<file path="config.mk">
export PLATFORM = sky130hd
export DESIGN_NAME = vehicle_interface_supervisor
export DESIGN_NICKNAME = d
export VERILOG_FILES = /design/src/vis_pkg.sv /design/src/vis_step.sv /design/src/vehicle_interface_supervisor.sv
export SDC_FILE = /design/constraint.sdc
export NUM_CORES = 1
export LEC_CHECK = 0
export BUFFER_PORTS_ARGS = -buffer_cell sky130_fd_sc_hd__buf_2
export CORE_UTILIZATION = 51
export CTS_CLUSTER_SIZE = 20
export DETAILED_ROUTE_END_ITERATION = 10
export HOLD_SLACK_MARGIN = 0.15
export PLACE_DENSITY = 0.86
export SLEW_MARGIN = 5
export SYNTH_ARGS = -nofsm -noshare
export SYNTH_HDL_FRONTEND = slang
export SYNTH_SLANG_ARGS = --single-unit
</file>
<file path="constraint.sdc">
create_clock -name i_clk -period 2.33 [get_ports i_clk]
set_clock_uncertainty 0.2 [all_clocks]
set_input_delay 0.466 -clock i_clk [delete_from_list [all_inputs] [get_ports i_clk]]
set_output_delay 0.466 -clock i_clk [all_outputs]
set_load 0.01 [all_outputs]
</file>
<file path="src/vis_pkg.sv">
`timescale 1ns / 1ps
// ----------------------------------------------------------------------------
// vis_pkg - vehicle interface supervisor definitions
// Shared codes, item and register types for the supervisor and its step logic.
// ----------------------------------------------------------------------------
package vis_pkg;

    localparam int unsigned SecsW   = 16;
    localparam int unsigned CfgIdxW = 2;
    localparam int unsigned CfgDatW = 16;
    localparam int unsigned InDataW = 24;
    localparam int unsigned OutDataW = 8;

    localparam logic        RstHelmRequired = 1'b1;
    localparam logic [SecsW-1:0] RstHelmTimeout = 16'd10;
    localparam logic [SecsW-1:0] RstLinkTimeout = 16'd10;

    typedef enum logic [2:0] {
        ST_STANDBY  = 3'd0,
        ST_LISTEN   = 3'd1,
        ST_COMMAND  = 3'd2,
        ST_HELM_ERR = 3'd3,
        ST_LINK_ERR = 3'd4
    } t_sup_state;

    typedef enum logic [1:0] {
        HM_NOT_RUNNING = 2'd0,
        HM_DRIVE       = 2'd1,
        HM_PARK        = 2'd2
    } t_helm_mode;

    typedef enum logic [1:0] {
        VM_NOT_CONNECTED = 2'd0,
        VM_IDLE          = 2'd1,
        VM_ACCEPTING     = 2'd2,
        VM_IN_CONTROL    = 2'd3
    } t_veh_mode;

    typedef enum logic [1:0] {
        HF_NONE        = 2'd0,
        HF_PARKED      = 2'd1,
        HF_NOT_RUNNING = 2'd2
    } t_helm_fault;

    typedef enum logic [1:0] {
        LF_NONE          = 2'd0,
        LF_NOT_CONNECTED = 2'd1,
        LF_NO_DATA       = 2'd2
    } t_link_fault;

    typedef enum logic [CfgIdxW-1:0] {
        CFG_HELM_REQUIRED = 2'd0,
        CFG_HELM_TIMEOUT  = 2'd1,
        CFG_LINK_TIMEOUT  = 2'd2
    } t_cfg_index;

    typedef struct packed {
        logic [SecsW-1:0] elapsed_seconds;
        logic             data_present;
        logic [1:0]       vehicle_mode;
        logic [1:0]       helm_mode;
    } t_item;

    typedef struct packed {
        logic             helm_required;
        logic [SecsW-1:0] helm_timeout_seconds;
        logic [SecsW-1:0] link_timeout_seconds;
    } t_cfg;

    typedef struct packed {
        t_sup_state  state;
        t_helm_fault helm_fault;
        t_link_fault link_fault;
    } t_sup_ctx;

endpackage

</file>
<file path="src/vis_step.sv">
`timescale 1ns / 1ps
// ----------------------------------------------------------------------------
// vis_step - supervisor step rule
// Combinational next state and fault codes for one poll item.
// ----------------------------------------------------------------------------
module vis_step (
    input  vis_pkg::t_sup_ctx i_cur,
    input  vis_pkg::t_item    i_item,
    input  vis_pkg::t_cfg     i_cfg,
    output vis_pkg::t_sup_ctx o_next
);
    import vis_pkg::*;

    logic w_helm_park;
    logic w_helm_nr_err;
    logic w_link_nc_err;
    logic w_no_data_err;
    logic w_cmd_ok;
    logic w_to_listen;
    logic w_link_clear;
    t_sup_ctx w_faulted;

    assign w_helm_park   = (i_item.helm_mode == HM_PARK);
    assign w_helm_nr_err = i_cfg.helm_required && (i_item.helm_mode == HM_NOT_RUNNING) &&
                           ((i_cur.state == ST_COMMAND) ||
                            (i_item.elapsed_seconds > i_cfg.helm_timeout_seconds));
    assign w_link_nc_err = (i_item.vehicle_mode == VM_NOT_CONNECTED) &&
                           ((i_cur.state != ST_STANDBY) ||
                            (i_item.elapsed_seconds > i_cfg.link_timeout_seconds));
    assign w_no_data_err = !i_item.data_present && (i_cur.state != ST_STANDBY);
    assign w_cmd_ok      = (i_item.vehicle_mode == VM_ACCEPTING) &&
                           ((i_item.helm_mode == HM_DRIVE) || !i_cfg.helm_required);
    assign w_to_listen   = (i_item.vehicle_mode == VM_IN_CONTROL) ||
                           (i_item.vehicle_mode == VM_IDLE);
    assign w_link_clear  = ((i_cur.link_fault == LF_NOT_CONNECTED) &&
                            (i_item.vehicle_mode != VM_NOT_CONNECTED)) ||
                           ((i_cur.link_fault == LF_NO_DATA) && i_item.data_present);

    // outcome of the fault check, helm errors first
    always_comb begin
        w_faulted = i_cur;
        if (w_helm_park) begin
            w_faulted.state      = ST_HELM_ERR;
            w_faulted.helm_fault = HF_PARKED;
        end else if (w_helm_nr_err) begin
            w_faulted.state      = ST_HELM_ERR;
            w_faulted.helm_fault = HF_NOT_RUNNING;
        end else if (w_link_nc_err) begin
            w_faulted.state      = ST_LINK_ERR;
            w_faulted.link_fault = LF_NOT_CONNECTED;
        end else if (w_no_data_err) begin
            w_faulted.state      = ST_LINK_ERR;
            w_faulted.link_fault = LF_NO_DATA;
        end
    end

    always_comb begin
        o_next = i_cur;
        unique case (i_cur.state)
            ST_STANDBY: begin
                if (i_item.data_present) o_next.state = ST_LISTEN;
                else                     o_next = w_faulted;
            end
            ST_LISTEN: begin
                if (w_cmd_ok) o_next.state = ST_COMMAND;
                else          o_next = w_faulted;
            end
            ST_COMMAND: begin
                if (w_to_listen) o_next.state = ST_LISTEN;
                else             o_next = w_faulted;
            end
            ST_HELM_ERR: begin
                if (i_item.helm_mode == HM_DRIVE) begin
                    o_next.state      = ST_STANDBY;
                    o_next.helm_fault = HF_NONE;
                end
            end
            ST_LINK_ERR: begin
                if (w_link_clear) begin
                    o_next.state      = ST_STANDBY;
                    o_next.link_fault = LF_NONE;
                end
            end
            default: o_next.state = ST_STANDBY;
        endcase
    end

endmodule

</file>
<file path="src/vehicle_interface_supervisor.sv">
`timescale 1ns / 1ps
// ----------------------------------------------------------------------------
// vehicle_interface_supervisor - polled vehicle interface supervisor
// Five-state supervisor with helm and frontseat fault tracking.
// ----------------------------------------------------------------------------
// path: input register on accept, then result register on advance
// throughput: one item per cycle unless the output stalls; the state
// register updates in the same cycle the result register loads, so
// back-to-back items see fresh state
// reset: synchronous active low; state standby, fault codes none,
// registers at their defaults (helm required, both timeouts 10 s)
module vehicle_interface_supervisor (
    input  logic                          i_clk,
    input  logic                          i_rst_n,
    // tdata: helm_mode[1:0], vehicle_mode[3:2], data_present[4],
    // elapsed_seconds[20:5], zero pad[23:21]
    input  logic                          i_s_axis_tvalid,
    output logic                          o_s_axis_tready,
    input  logic [vis_pkg::InDataW-1:0]   i_s_axis_tdata,
    // tdata: supervisor_state[2:0], state_changed[3], helm_fault[5:4],
    // link_fault[7:6]
    output logic                          o_m_axis_tvalid,
    input  logic                          i_m_axis_tready,
    output logic [vis_pkg::OutDataW-1:0]  o_m_axis_tdata,
    input  logic                          i_cfg_valid,
    output logic                          o_cfg_ready,
    input  logic [vis_pkg::CfgIdxW-1:0]   i_cfg_index,
    input  logic [vis_pkg::CfgDatW-1:0]   i_cfg_data
);
    import vis_pkg::*;

    t_cfg     r_cfg;
    t_sup_ctx r_ctx;
    t_sup_ctx w_next;

    logic     r_in_valid;
    t_item    r_in_item;

    logic     r_out_valid;
    t_sup_ctx r_out_ctx;
    logic     r_out_changed;

    logic     w_out_free;
    logic     w_adv;

    assign o_cfg_ready     = 1'b1;
    assign w_out_free      = !r_out_valid || i_m_axis_tready;
    assign w_adv           = r_in_valid && w_out_free;
    assign o_s_axis_tready = !r_in_valid || w_out_free;

    // configuration registers
    always_ff @(posedge i_clk) begin
        if (!i_rst_n) begin
            r_cfg.helm_required        <= RstHelmRequired;
            r_cfg.helm_timeout_seconds <= RstHelmTimeout;
            r_cfg.link_timeout_seconds <= RstLinkTimeout;
        end else if (i_cfg_valid) begin
            unique case (i_cfg_index)
                CFG_HELM_REQUIRED: r_cfg.helm_required        <= i_cfg_data[0];
                CFG_HELM_TIMEOUT:  r_cfg.helm_timeout_seconds <= i_cfg_data[SecsW-1:0];
                CFG_LINK_TIMEOUT:  r_cfg.link_timeout_seconds <= i_cfg_data[SecsW-1:0];
                default: ;
            endcase
        end
    end

    // input register
    always_ff @(posedge i_clk) begin
        if (!i_rst_n) begin
            r_in_valid <= 1'b0;
        end else if (o_s_axis_tready) begin
            r_in_valid <= i_s_axis_tvalid;
        end
    end

    always_ff @(posedge i_clk) begin
        if (o_s_axis_tready && i_s_axis_tvalid) begin
            r_in_item <= t_item'(i_s_axis_tdata[$bits(t_item)-1:0]);
        end
    end

    vis_step u_step (
        .i_cur  (r_ctx),
        .i_item (r_in_item),
        .i_cfg  (r_cfg),
        .o_next (w_next)
    );

    // supervisor state
    always_ff @(posedge i_clk) begin
        if (!i_rst_n) begin
            r_ctx.state      <= ST_STANDBY;
            r_ctx.helm_fault <= HF_NONE;
            r_ctx.link_fault <= LF_NONE;
        end else if (w_adv) begin
            r_ctx <= w_next;
        end
    end

    // result register
    always_ff @(posedge i_clk) begin
        if (!i_rst_n) begin
            r_out_valid <= 1'b0;
        end else if (w_out_free) begin
            r_out_valid <= r_in_valid;
        end
    end

    always_ff @(posedge i_clk) begin
        if (w_adv) begin
            r_out_ctx     <= w_next;
            r_out_changed <= (w_next.state != r_ctx.state);
        end
    end

    assign o_m_axis_tvalid = r_out_valid;
    assign o_m_axis_tdata  = {r_out_ctx.link_fault, r_out_ctx.helm_fault,
                              r_out_changed, r_out_ctx.state};

    // a helm error always carries its code
    a_helm_code: assert property (@(posedge i_clk) disable iff (!i_rst_n)
        (r_ctx.state == ST_HELM_ERR) |-> (r_ctx.helm_fault != HF_NONE))
        else $error("helm error state without a fault code");

    // a frontseat error always carries its code
    a_link_code: assert property (@(posedge i_clk) disable iff (!i_rst_n)
        (r_ctx.state == ST_LINK_ERR) |-> (r_ctx.link_fault != LF_NONE))
        else $error("frontseat error state without a fault code");

    // every item leaving the input register lands in the result register
    a_adv_out: assert property (@(posedge i_clk) disable iff (!i_rst_n)
        w_adv |=> r_out_valid)
        else $error("item lost between input and result register");

    // the result reports the state the supervisor moved to
    a_out_state: assert property (@(posedge i_clk) disable iff (!i_rst_n)
        w_adv |=> (r_out_ctx == r_ctx))
        else $error("result disagrees with supervisor state");

    // state only moves when an item advances
    a_state_hold: assert property (@(posedge i_clk) disable iff (!i_rst_n)
        !w_adv |=> $stable(r_ctx))
        else $error("supervisor state moved without an item");

endmodule

</file>
==> flow_summary_export.csv <==
group,metric,value,unit
detailed_routing,wirelength,9750,um
yosys,synthFlopType,"dfxtp_1",
worst_setup_path,crit_arrival,2.78,ns
sta,setup_viol,15,
yosys,synth_common_cells,"81 x nand2_1, 45 x a21oi_1, 42 x dfxtp_1",
sta,tightest_slew,0.564,ns
clocking,numCtsBuffers,9,
sta,period_share,119,%
detailed_routing,drt_first_iter_violations,162,
worst_setup_path,end_kind,"flop",
sta,rsz0062_at_grt,"true",
placed_design,dp.cells,576,
yosys,yosys-top-cells-area,"edfxtp_1 23%, dfxtp_1 22%, ha_1 11%",
grt,grt_pass1_wl,15600,um
yosys,synth_top_area_share,22.9,%
clocking,clkLatencyLatePin,0.35,ns
sta,setup_ws,-0.441,ns
clocking,cts_tree,"built",
yosys,yosys.area.top_type,"edfxtp_1",
clocking,cts_htree_levels,3,
yosys,synth-seq-cells,71,
power_and_ir_drop,p_per_area,585,nW/um2
yosys,syn_inst,410,
die,initial_core_util,52.6,%
worst_hold_path,min_path_type,"in2reg",
grt,gr-total-overflow,0,
sta,slew_violations,0,
die,die-area,7790,um2
final_layout,drive_gt1_share,27.2,%
yosys,yosysWarningCount,0,
sta,fin_setup_tns,-4.95,ns
final_layout,final_cell_count_no_fill,624,
placed_design,gp_congestion,0.892,
outcome,violations,"setup timing",
worst_setup_path,cp_max_fo,6,
outcome,status,"finished with violations",
detailed_routing,antenna_left,0,
sta,finalHoldViolCount,0,
yosys,async_flop_share,0,%
placed_design,dp_hpwl,6670,um
detailed_routing,drc,0,
sta,relSlewSlack,61.9,%
worst_setup_path,path_class,"reg2reg",
final_layout,syn_to_final_growth,33.4,%
die,die_w,88.3,um
clocking,root_buffer,"clkbuf_8",
sta,period_minus_slack,2.77,ns
detailed_routing,routedWlPerCell,15.6,um
yosys,syn_area,3800,um2
die,rows,31,
clocking,clock-sinks,71,
final_layout,nets,599,
final_layout,final_area,5060,um2
detailed_routing,first_pass_iters,4,
yosys,ys_types,60,
grt,antenna_found_initial,0,
yosys,synth-edff-count,29,
worst_setup_path,startpoint_type,"flop",
yosys,seq_area_frac_synth,45.1,%
worst_setup_path,cp_data_required_time,2.34,ns
grt,grt_usage,26.4,%
final_layout,n_fill_cell,536,
power_and_ir_drop,static-leakage-power,2.01,nW
die,io_pins,58,
die,core,7210,um2
power_and_ir_drop,power,0.00296,W
detailed_routing,viasPerCell,5.41,
job,maxCapViolCount,0,
grt,grt_pass1_vias,3474,
yosys,synth_most_common_cell,"nand2_1",
power_and_ir_drop,ir_drop,0.325,mV
yosys,syn_nets,489,
sta,holdWs,0.166,ns
clocking,clock_path_buffers,2,
die,die_h,88.3,um
placed_design,dpl-instance-area,4390,um2
detailed_routing,vias,3378,
final_layout,antenna-diode-count,0,
placed_design,numPortBuffers,53,
clocking,clk_pin_slew,0.07,ns
sta,clock.fmax,361,MHz
grt,grt_max_degree,25,
yosys,syn_area_per_cell,9.26,um2
-- power by group --
| part | total (W) | switching [W] | internal, W |
|---|---|---|---|
| Clock | 0.000990 | 0.000454 | 0.000536 |
| Combinational | 0.000573 | 0.000300 | 0.000273 |
| Sequential | 0.00140 | 0.0000396 | 0.00136 |
-- through the flow --
stage	util (%)	setup slack (ns)
finish	70.2	-0.441
global route	70.2	-0.512
global placement	60.8	-0.336
CTS	69.0	-0.384
floorplan	-	-0.172
detailed placement	60.8	-0.389
-- critical path, cell delays in order (launching register included) --
cell	delay, ns
edfxtp_1	0.47
ha_4	0.27
a21oi_2	0.12
o21ai_1	0.09
a211o_1	0.37
o31ai_4	0.42
o211ai_2	0.23
a221o_1	0.37
nand4_1	0.09
-- timing repair --
item                       4_1_cts  5_1_grt
setup endpoints to repair       15       15
cloned                           0        0
resized for setup               14       11
hold endpoints to repair        29        0
setup buffers                    2        2
pin swaps                       10       15
hold buffers                    28        0
-- area by class of cell --
cell class	count	area (um2)	share of cell area (%)
Clock buffer	14	194	3.83
Clock inverter	2	10.0	0.198
Inverter	40	150	2.97
Multi-Input combinational cell	281	2050	40.5
Sequential cell	71	1710	33.8
Tap cell	99	124	2.45
Timing Repair Buffer	117	823	16.3
-- layout by cell type, fill, tap and decap left out, types with 6 or more instances in the layout --
cell type	synthesis	routed
a21oi_1	45	43
buf_2	1	53
buf_4	2	34
clkbuf_8	1	12
dfxtp_1	42	42
dlygate4sd3_1	0	28
edfxtp_1	29	29
ha_1	32	20
ha_4	0	12
inv_1	39	39
nand2_1	81	79
nand3_1	7	6
nand4_1	7	7
nor2_1	18	18
o211ai_1	10	10
o21ai_0	7	6
-- worst paths after layout --
path / start / endpoint / slack, ns / cells after the start
worst max-delay path: r_in_item[12] / r_out_changed / -0.44 / 8
worst min-delay path: i_cfg_data[4] / r_cfg[20] / 0.17 / 3
worst min register to register: r_cfg[6] / r_cfg[6] / 0.26 / 2
worst max register to register: r_in_item[12] / r_out_changed / -0.44 / 8
-- metal layers --
metal | wire length [um] | global-route usage, %
met1 | 4120 | 29.9
met2 | 5120 | 47.8
met3 | 360 | 5.78
met4 | 151 | 11.0
met5 | 0 | 0
-- kinds of logic after synthesis --
family	synth area share [%]
AOI/OAI and AO/OA	19.2
adders and majority gates	10.5
buffers and inverters	6.82
DFF	45.1
muxes	0.264
other	0.0988
and+or+nand+nor	17.9
-- sequential cells by signal, indices dropped and copies added, names as in the netlist --
name / cells
r_in_item: 21
o_m_axis_tvalid: 1
r_in_valid: 1
r_out_changed: 1
r_cfg: 33
o_m_axis_tdata: 7
r_ctx: 7
(Power assumes the default switching activity.)
